--- src/hdl/hcb_fifo.sv ---
// Two-entry queue with push/full and pop/empty sides.
`timescale 1ns / 1ps
`default_nettype none
module hcb_fifo #(
    parameter int WIDTH = 8
) (
    input  logic             i_clk,
    input  logic             i_rst_n,
    input  logic             i_push,
    output logic             o_full,
    input  logic [WIDTH-1:0] i_data,
    input  logic             i_pop,
    output logic             o_empty,
    output logic [WIDTH-1:0] o_data
);
    logic [WIDTH-1:0] r_mem [2];
    logic             r_wr, r_rd;
    logic [1:0]       r_cnt;
    logic             w_push, w_pop;

    assign o_full  = (r_cnt == 2'd2);
    assign o_empty = (r_cnt == 2'd0);
    assign w_push  = i_push && !o_full;
    assign w_pop   = i_pop && !o_empty;
    assign o_data  = r_mem[r_rd];

    always_ff @(posedge i_clk) begin
        if (!i_rst_n) begin
            r_wr  <= 1'b0;
            r_rd  <= 1'b0;
            r_cnt <= 2'd0;
        end else begin
            if (w_push) begin
                r_wr <= !r_wr;
            end
            if (w_pop) begin
                r_rd <= !r_rd;
            end
            r_cnt <= r_cnt + {1'b0, w_push} - {1'b0, w_pop};
        end
    end

    always_ff @(posedge i_clk) begin
        if (w_push) begin
            r_mem[r_wr] <= i_data;
        end
    end
endmodule
`default_nettype wire

--- config.mk ---
export PLATFORM = sky130hd
export DESIGN_NAME = hcb_fifo
export DESIGN_NICKNAME = d
export VERILOG_FILES = /design/src/hdl/hcb_fifo.sv
export SDC_FILE = /design/constraint.sdc
export NUM_CORES = 1
export LEC_CHECK = 0
export ABC_AREA = 1
export BUFFER_PORTS_ARGS = -buffer_cell sky130_fd_sc_hd__clkbuf_2
export CAP_MARGIN = 20
export CELL_PAD_IN_SITES_DETAIL_PLACEMENT = 0
export CELL_PAD_IN_SITES_GLOBAL_PLACEMENT = 1
export CORE_MARGIN = 2
export CORE_UTILIZATION = 36
export CTS_BUF_LIST = sky130_fd_sc_hd__clkbuf_4 sky130_fd_sc_hd__clkbuf_8 sky130_fd_sc_hd__clkbuf_16
export DETAILED_ROUTE_END_ITERATION = 8
export PLACE_DENSITY = 0.77
export SYNTH_ARGS = -nofsm -noshare
export SYNTH_HDL_FRONTEND = slang
export SYNTH_SLANG_ARGS = --single-unit
--- constraint.sdc ---
create_clock -name i_clk -period 1.5 [get_ports i_clk]
set_input_delay 0.15 -clock i_clk [delete_from_list [all_inputs] [get_ports i_clk]]
set_output_delay 0.15 -clock i_clk [all_outputs]
set_load 0.01 [all_outputs]
* Yosys cells after proc, flatten, opt, wreduce, memory -nomap -nowiden *
Memory sizes are Yosys's and may differ from the RTL's. A register that Yosys moved wholly into a read port is not among the register bits.
Cells that the tools add are included.
W data, S select, Z words.

storage, ports and cells
  bits in writable memories = 16
  word-level logic and storage cells = 18
  output and inout bits = 10
  latch bits = 0
  register bits = 4
  bits of input ports = 12
  bits in read-only memories = 0
  memories = 1

cells by class
  div/mod/pow operators = 0
  reductions and logical operators = 7
  $add $sub $neg = 2
  $lt $le $gt $ge = 0
  equality and inequality tests = 1
  shift-type cells = 0
  multiply operators = 0
  mux-type cells = 4
  bitwise gates (word level) = 0

memories
  name   depth  bits a word  rd ports  clocked after memory_dff  write ports  line  text
  r_mem  2      8            1         1                         1            16    logic [WIDTH-1:0] r_mem [2];

operators with widths
  cell                  number
  $logic_not A1 Y1      4
  $mux W1               4
  $add A2 B1 Y2         1
  $eq A2 B2 Y1 const B  1
  $logic_and A1 B1 Y1   2
  $logic_not A2 Y1      1
  $sub A2 B1 Y2         1

* Logic depth before layout (Yosys ltp) *
Gate-level depths: netlist of run 1.

  depth after elaboration = 5
  depth in mapped cells = 11
  mapped depth without buffers = 11

* Least setup slack after synthesis of run 1 *
No wires, ideal clock.

  path kind = register -> register
  from = reg r_cnt[0]
  to = reg r_cnt[1]
  buffers on the path = 0
  period minus slack after synthesis = 1.428 ns
  arrival = 1.313 ns
  stages on the path, launching flop included = 11
  setup time = 0.115 ns
  required time = 1.385 ns
  slack = 0.072 ns
  path through = dfxtp_1 > inv_1 > nand2_1 > nand2_1 > ha_1 > inv_1 > ha_1 > inv_1 > nand2_1 > a21oi_1 > nor2_1

between the ends
  cells in the longest elaborated chain, start to end = 5
  elaborated cells on any way between the ends = 8
  classes of those cells = 2 x add/sub; 1 x eq/ne; 5 x reduce/logical

ends and longest elaborated chain
  what                      line  text
  start: declaration        18    logic [1:0] r_cnt;
  start signal: assignment  39    r_cnt <= r_cnt + {1'b0, w_push} - {1'b0, w_pop};
  $eq A2 B2 Y1              21    assign o_full = (r_cnt == 2'd2);
  $logic_not A1 Y1          23    assign w_push = i_push && !o_full;
  $logic_and A1 B1 Y1       23
  $add A2 B1 Y2             39
  $sub A2 B1 Y2 *           39

Mark *: on every way between the ends. The rest lies on a longest branch, timed or not.
A chain may end at the register's enable or synchronous reset.

* Worst setup path in the final report of run 1 *
Ends and elaborated chain as after synthesis.

==> impl_metrics.json, run 1 <==
{
  "setup_violations": 0,
  "nets": 107,
  "arrival_ns": 1.68,
  "worst_pin_slew_ns": 0.329,
  "switching_power_uw": 624,
  "synth-seq-cells": 21,
  "pwr-share-clk": 0.151,
  "yosysTopAreaCell": "edfxtp_1",
  "syn_inst": 63,
  "ys_seq_area_frac": 0.671,
  "cts_tree": "yes",
  "synth.avg_cell_area_um2": 13.7,
  "switching_share": 0.331,
  "final_cell_mix": "21 x clkbuf_2, 16 x edfxtp_1, 8 x mux2_4, 6 x inv_1, 6 x nor2_1",
  "synth.distinct_cells": 11,
  "ant_nets": 0,
  "gp_congestion": 0.704,
  "hold_violations": 0,
  "ir_drop_v": 0.000825,
  "grt_busiest_layer": "met2",
  "die_y_um": 53.0,
  "synth_area_um2": 865,
  "cts_buffers": 3,
  "pre_cts_ws_ns": 0.0249,
  "fin_crit_sh": 0.958,
  "area_delta_synth_final_pct": 29.2,
  "fin_ws_ns": 0.0630,
  "clockBufferDepth": 2,
  "leakagePower_uw": 0.000494,
  "pwr-share-comb": 0.416,
  "status": "finished clean",
  "core-area_mm2": 0.00223,
  "grtUsageMet2": 0.188,
  "dpl.cell_count": 114,
  "slew_violations": 0,
  "cp_max_fo": 3,
  "hp-class": "in2reg",
  "root_buffer": "clkbuf_4",
  "die_w_um": 53.0,
  "fin_skew_ns": 0.00285,
  "cp.required_ns": 1.74,
  "synth.net_count": 77,
  "cap_violations": 0,
  "synth_area_leaders": "edfxtp_1 56%, mux2_4 14%, dfxtp_1 12%, inv_1 3.9%, nand2_1 3.9%",
  "p_int_uw": 1260,
  "grt_util_met3": 0.0169,
  "layout.cells.non_filler": 120,
  "pwr-share-seq": 0.433,
  "gr-usage-all-layers": 0.103,
  "grt_max_degree": 12,
  "clkSinkCount": 21,
  "final_common_cell": "clkbuf_2",
  "clk_pin_slew_worst_paths_ns": 0.11,
  "grt_pass1_vias": 522,
  "min_period_ns": 1.44,
  "dp_hpwl_um": 989,
  "drt_iter0_markers": 11,
  "rows": 17,
  "worstSetupEndpointType": "register",
  "htree_levels": 1,
  "start_kind": "register",
  "grt_pass1_wl_um": 2080,
  "numPortBuffers": 21,
  "dieArea_mm2": 0.00281,
  "relSlewSlack": 0.781,
  "post_drt_wl_per_cell_um": 12.3,
  "synth_top_area_frac": 0.556,
  "ctsHoldBuffers": 0,
  "yosys_warnings": 0,
  "path_class": "reg2reg",
  "gr-total-overflow": 0,
  "fmax_mhz": 696,
  "start_util": 0.387,
  "avgViaCountPerCell": 4.46,
  "use_met1": 0.119,
  "antenna_found_initial": 0,
  "num_vias": 535,
  "antenna_cells": 0,
  "drc_errors": 0,
  "power_density_mw_per_mm2": 1690,
  "routed_wl_um": 1480,
  "clock_latency_ns": 0.30,
  "dr.pass1.iters": 4,
  "io_pins": 22,
  "drive_above_1_share": 0.576
}
## final cells by class
| cell class | count | area (µm²) |
|---|---|---|
| fill | 207 | 1120 |
| sequential | 21 | 583 |
| multi-input combinational | 32 | 293 |
| timing repair buffer | 26 | 143 |
| tap | 28 | 35.0 |
| inverter | 9 | 33.8 |
| clock buffer | 4 | 30.0 |
## layer usage
| layer | up-vias | routed length (µm) |
|---|---|---|
| li1 | 269 | - |
| met1 | 243 | 588 |
| met2 | 19 | 766 |
| met3 | 4 | 84 |
| met4 | 0 | 36 |
| met5 | - | 0 |
## path summary, 6_finish.rpt
| path | slack [ns] | start | endpoint | depth (start not counted) |
|---|---|---|---|---|
| max | 0.06 | r_cnt[0] | r_cnt[1] | 11 |
| min | 0.03 | i_data[3] | r_mem[1][3] | 1 |
| max reg2reg | 0.06 | r_cnt[0] | r_cnt[1] | 11 |
| min reg2reg | 0.53 | r_rd | r_rd | 2 |
## what timing repair did
item                                    4_1_cts  5_1_grt
endpoints found under the setup margin        1        1
buffers inserted                              0        2
gates resized for setup                       1       15
pin swaps                                     0        8
## sequential cells by signal, summed over array words and instances, names as in the netlist, named ones only
name and count:
r_cnt 2, r_mem 16, r_rd 1, r_wr 1
## worst max-delay path, stage by stage, from the launching register on
cell	delay [ns]
dfxtp_2	0.39
inv_2	0.05
nand2_2	0.07
nand2_2	0.08
ha_4	0.27
inv_2	0.04
ha_4	0.16
inv_2	0.04
nand2_2	0.06
nand3_2	0.06
nand2_1	0.06
nor2_1	0.10
## cells in the mapped netlist
cell type / count
nand2_1: 9
nand3_1: 3
nor2_1: 6
mux2_4: 8
ha_1: 2
a21oi_1: 2
nor2_2: 2
inv_1: 9
buf_6: 1
dfxtp_1: 5
edfxtp_1: 16
## metrics by stage
step           hold slack, ns  area [µm²]  total power, µW  setup TNS [ns]   util
2_1_floorplan           0.243         865             1230               0      -
3_3_place_gp            0.341        1020             1410               0  0.455
3_5_place_dp            0.345        1020             1420               0  0.455
4_1_cts                0.0329        1050             1710               0  0.469
5_1_grt                0.0221        1120             2020        -0.00745  0.500
6_report               0.0335        1120             1890               0  0.500
## logic make-up after synthesis
kind of cell             synth area share
AO/OA/AOI/OAI                      0.0116
adder cells (fa/ha/maj)            0.0289
multiplexers                        0.139
flip-flops                          0.671
buffers and inverters              0.0521
AND/OR/NAND/NOR                    0.0969
## power groups by stage
stage | clock (µW) | sequential [µW] | combinational, µW
final | 285 | 817 | 784
after global routing | 310 | 829 | 877
after CTS | 288 | 800 | 619
after detailed placement | 0 | 810 | 615
after global placement | 0 | 806 | 602
after floorplan | 0 | 800 | 428
(Power assumes the default switching activity.)
==> inputs of run 2 (changes only) <==
Settings changed: HOLD_SLACK_MARGIN from default to 0.06.
==> run 2 against run 1 <==
Compared with the run above: routed wire length grew 6.0%; global-route usage grew 0.61 points; clock power is essentially flat; worst hold slack gained 0.042 ns; sequential power is essentially flat; critical endpoint unchanged; non-clock buffer count grew 8; die area is the same; clock skew grew 0.0013 ns; first-iteration DRC count shrank 9.1%.
==> impl_metrics.json, run 2 (synthesis gave the netlist of run 1 again) <==
{
  "status": "finished clean",
  "grt_pass1_vias": 543,
  "ir_drop_v": 0.000829,
  "post_drt_wl_per_cell_um": 12.2,
  "clkSinkCount": 21,
  "fin_worst_hold_slack_ns": 0.0751,
  "start_kind": "register",
  "htree_levels": 1,
  "start_util": 0.387,
  "cp.required_ns": 1.73,
  "total_power_uw": 1910,
  "num_vias": 559,
  "io_pins": 22,
  "fmax_mhz": 687,
  "root_buffer": "clkbuf_4",
  "gr-usage-all-layers": 0.109,
  "routed_wl_um": 1560,
  "hold_violations": 0,
  "leakagePower_uw": 0.000527,
  "dieArea_mm2": 0.00281,
  "largest-register": "r_mem",
  "power_density_mw_per_mm2": 1590,
  "min_period_ns": 1.46,
  "fin_skew_ns": 0.00419,
  "setup_violations": 0,
  "largestRegisters": "r_mem: 16 flops, r_cnt: 2 flops",
  "hp-class": "in2reg",
  "slew_violations": 0,
  "worst_pin_slew_ns": 0.324,
  "clock_latency_ns": 0.30,
  "die_w_um": 53.0,
  "final_cell_mix": "21 x clkbuf_2, 16 x edfxtp_1, 8 x mux2_4, 8 x dlygate4sd3_1",
  "r2r_start": "r_cnt[0]",
  "dr.pass1.iters": 4,
  "clk_pin_slew_worst_paths_ns": 0.11,
  "final_common_cell": "clkbuf_2",
  "pwr-share-seq": 0.428,
  "cp_max_fo": 3,
  "largest_reg_flops": 16,
  "pwr-share-clk": 0.148,
  "arrival_ns": 1.69,
  "drive_above_1_share": 0.530,
  "cp_slowest_cell": "dfxtp_2",
  "cap_violations": 0,
  "numPortBuffers": 21,
  "nets": 115,
  "path_cells": "inv_2 -> nand2_2 -> nand2_2 -> ha_4 -> inv_2 -> ha_4 -> inv_2 -> nand2_2 -> nand3_2 -> nand2_1 -> nor2_1",
  "switching_power_uw": 632,
  "drt_iter0_markers": 10,
  "ant_nets": 0,
  "rrSetupSlack_ns": 0.04,
  "cp_num_buf_inv": 3,
  "avgViaCountPerCell": 4.37,
  "area_delta_synth_final_pct": 38.5,
  "fin_crit_sh": 0.970,
  "layout.cells.non_filler": 128,
  "p_int_uw": 1280,
  "drc_errors": 0,
  "dp_hpwl_um": 989,
  "hp-start": "i_rst_n",
  "pwr-share-comb": 0.424,
  "antenna_found_initial": 0,
  "grt_max_degree": 12,
  "path_class": "reg2reg",
  "gp_congestion": 0.704,
  "antenna_cells": 0,
  "core-area_mm2": 0.00223,
  "rows": 17,
  "cp-startpoint": "r_cnt[0]",
  "clockBufferDepth": 2,
  "cts_tree": "yes",
  "relSlewSlack": 0.784,
  "cts_buffers": 3,
  "gr-total-overflow": 0,
  "dpl.cell_count": 114,
  "worstSetupEndpointType": "register",
  "die_y_um": 53.0,
  "grt_pass1_wl_um": 2210,
  "switching_share": 0.331,
  "final_core_util": 0.536,
  "critical_path.top_delay_family": "simple AND/OR/NAND/NOR gates",
  "cp_slowest_stage_delay_ns": 0.39
}
run 2: changes by cell type in the layout (fill, tap and decap cells not counted), sizes merged:
| cell | delta |
|---|---|
| dlygate4sd3 | +8 |
run 2: worst paths after layout:
| check | to | depth (start not counted) |
|---|---|---|
| worst min-delay path | r_cnt[0] | 3 |
| worst min register to register | r_rd | 2 |
| worst max-delay path | r_cnt[1] | 11 |
| worst max register to register | r_cnt[1] | 11 |
run 2: layout make-up:
cell class,count,area [µm²]
multi-input combinational,32,293
tap,28,35.0
timing repair buffer,34,223
clock buffer,4,30.0
sequential,21,583
inverter,9,33.8
fill,201,1040
run 2: power by group through the flow:
stage / clock network (µW) / registers [µW] / logic (µW)
4_1_cts: 288 / 800 / 635
3_3_place_gp: 0 / 806 / 602
3_5_place_dp: 0 / 810 / 615
6_report: 283 / 817 / 808
5_1_grt: 306 / 829 / 899
2_1_floorplan: 0 / 800 / 428
run 2: per-stage QoR:
step | setup WS [ns] | cell area [µm²] | setup TNS [ns]
5_1_grt | -0.0172 | 1200 | -0.0172
4_1_cts | 0.0343 | 1130 | 0
3_5_place_dp | 0.0249 | 1020 | 0
6_report | 0.0445 | 1200 | 0
2_1_floorplan | 0.0717 | 865 | 0
3_3_place_gp | 0.0464 | 1020 | 0
run 2: layer usage:
layer | wire [µm] | GRT usage
met1 | 636 | 0.126
met2 | 826 | 0.200
met3 | 72 | 0.0169
met4 | 29 | 0.0385
met5 | 0 | 0
run 2: timing repair:
| item | in CTS | in global routing |
|---|---|---|
| hold buffers | 8 | 0 |
| gates resized for setup | 1 | 15 |
| setup buffers | 0 | 2 |
| setup endpoints to repair | 1 | 1 |
| hold endpoints to repair | 16 | 0 |
| pin swaps | 0 | 8 |
run 2: tightest hold or removal path, cell delays in order:
cell      delay [ns]
clkbuf_2        0.11
nand2_1         0.06
inv_1           0.03
==> inputs of run 3 (changes only) <==
Settings changed: RECOVER_POWER from default to 25, SLEW_MARGIN from default to 20.
==> run 3 against run 2 <==
Compared with the run above: global-route usage is the same; count of clock-buffer cells in the layout is the same; largest cell class unchanged; via count is the same; non-clock buffer count is the same; combinational power is essentially flat; register-to-register slack is essentially flat; total power is essentially flat; clock skew is essentially flat; flip-flop and latch count is the same; critical path type unchanged; largest power group unchanged; routed wire length shrank 0.32%; core utilization shrank 0.22 points.
==> impl_metrics.json, run 3 (synthesis gave the netlist of run 1 again) <==
{
  "status": "finished clean",
  "drt_iter0_markers": 10,
  "final_core_util": 0.534,
  "grt_pass1_vias": 543,
  "use_met1": 0.126,
  "pwr-share-clk": 0.149,
  "cap_violations": 0,
  "ir_drop_v": 0.000829,
  "clk_pin_slew_worst_paths_ns": 0.11,
  "dp_hpwl_um": 989,
  "p_int_uw": 1270,
  "finalInstanceArea_mm2": 0.00119,
  "drc_errors": 0,
  "routed_wl_um": 1560,
  "ant_nets": 0,
  "antenna_found_initial": 0,
  "whs_endpoint": "r_cnt[0]",
  "core-area_mm2": 0.00223,
  "regArea_um2": 583,
  "largest-register": "r_mem",
  "reg2reg_depth": 11,
  "slew_violations": 0,
  "hold_violations": 0,
  "path_class": "reg2reg",
  "r2r_start": "r_cnt[0]",
  "pwr-share-seq": 0.428,
  "hp-start": "i_rst_n",
  "power_density_mw_per_mm2": 1600,
  "root_buffer": "clkbuf_4",
  "io_pins": 22,
  "avgViaCountPerCell": 4.37,
  "cp_max_fo": 3,
  "clockBufferDepth": 2,
  "setup_tns_ns": 0,
  "clkSinkCount": 21,
  "dr.pass1.iters": 4,
  "rrSetupSlack_ns": 0.04,
  "fill_cells": 204,
  "start_kind": "register",
  "nets": 115,
  "htree_levels": 1,
  "fin_ws_ns": 0.0448,
  "postPlaceCellArea_mm2": 0.00102,
  "switching_share": 0.331,
  "fin_worst_hold_slack_ns": 0.0751,
  "cts_buffers": 3,
  "fmax_mhz": 687,
  "start_util": 0.387,
  "dieArea_mm2": 0.00281,
  "final_cell_mix": "17 x clkbuf_2, 16 x edfxtp_1, 8 x mux2_4, 8 x dlygate4sd3_1",
  "post_drt_wl_per_cell_um": 12.2,
  "fin_crit_sh": 0.970,
  "setup_violations": 0,
  "antenna_cells": 0,
  "fin_skew_ns": 0.00394,
  "die_w_um": 53.0,
  "grt_busiest_layer": "met2",
  "cts_tree": "yes",
  "final_common_cell": "clkbuf_2",
  "whs_path_depth": 3,
  "gr-usage-all-layers": 0.109,
  "largest_reg_flops": 16,
  "area_delta_synth_final_pct": 37.9,
  "gr-total-overflow": 0,
  "numPortBuffers": 21,
  "grtUsageMet2": 0.200,
  "worstReg2RegEnd": "r_cnt[1]",
  "die_y_um": 53.0,
  "largestRegisters": "r_mem: 16 flops, r_cnt: 2 flops",
  "grt_util_met3": 0.0169,
  "drive_above_1_share": 0.490,
  "pre_cts_ws_ns": 0.0249,
  "hp-class": "in2reg",
  "gp_congestion": 0.704,
  "cp.required_ns": 1.73,
  "multi_input_area_um2": 293,
  "grt_pass1_wl_um": 2210,
  "worstSetupEndpointType": "register",
  "relSlewSlack": 0.784,
  "clock_latency_ns": 0.30,
  "switching_power_uw": 632,
  "min_period_ns": 1.46,
  "rows": 17,
  "arrival_ns": 1.69,
  "leakagePower_uw": 0.000515,
  "pwr-share-comb": 0.423,
  "grt_max_degree": 12,
  "worst_pin_slew_ns": 0.324,
  "num_vias": 559
}
==> run 3: worst max-delay path, stage by stage (launching register included) <==
cell and delay, ns:
dfxtp_2 0.39, inv_2 0.05, nand2_2 0.07, nand2_2 0.08, ha_4 0.27, inv_2 0.04
ha_4 0.16, inv_2 0.04, nand2_2 0.07, nand3_2 0.07, nand2_1 0.06, nor2_1 0.10
==> run 3: how the worst max path moves through the flow <==
stage	from	endpoint
after floorplan	r_cnt[0]	r_cnt[1]
after global placement	r_cnt[0]	r_cnt[1]
after detailed placement	r_cnt[0]	r_cnt[1]
after CTS	r_cnt[0]	r_cnt[1]
after global routing	r_cnt[0]	r_cnt[1]
final	r_cnt[0]	r_cnt[1]
==> run 3: per-layer routing <==
layer | routed length [µm] | vias to the layer above
met1 | 631 | 251
met3 | 72 | 4
met2 | 826 | 19
met5 | 0 | -
met4 | 29 | 0
li1 | - | 285
==> run 3: layout make-up <==
| class | count | area share |
|---|---|---|
| tap | 28 | 0.0294 |
| timing repair buffer | 34 | 0.183 |
| sequential | 21 | 0.489 |
| inverter | 9 | 0.0283 |
| multi-input combinational | 32 | 0.246 |
| clock buffer | 4 | 0.0252 |
==> run 3: timing repair <==
item,4_1_cts,5_1_grt
endpoints found under the setup margin,1,1
gates cloned,0,0
endpoints found under the hold margin,16,0
setup buffers,0,2
resized for setup,1,15
hold buffers,8,0
pin swaps,0,8
==> run 3: power by group through the flow <==
stage | logic, µW | clock network (µW) | registers, µW
floorplan | 428 | 0 | 800
global placement | 602 | 0 | 806
detailed placement | 615 | 0 | 810
CTS | 635 | 288 | 800
global route | 897 | 306 | 829
finish | 807 | 283 | 817
==> run 3: through the flow <==
step                      power, µW  instances
after floorplan                1230         63
after global placement         1410        114
after detailed placement       1420        114
after CTS                      1720        126
after global routing           2030        128
final                          1910        128
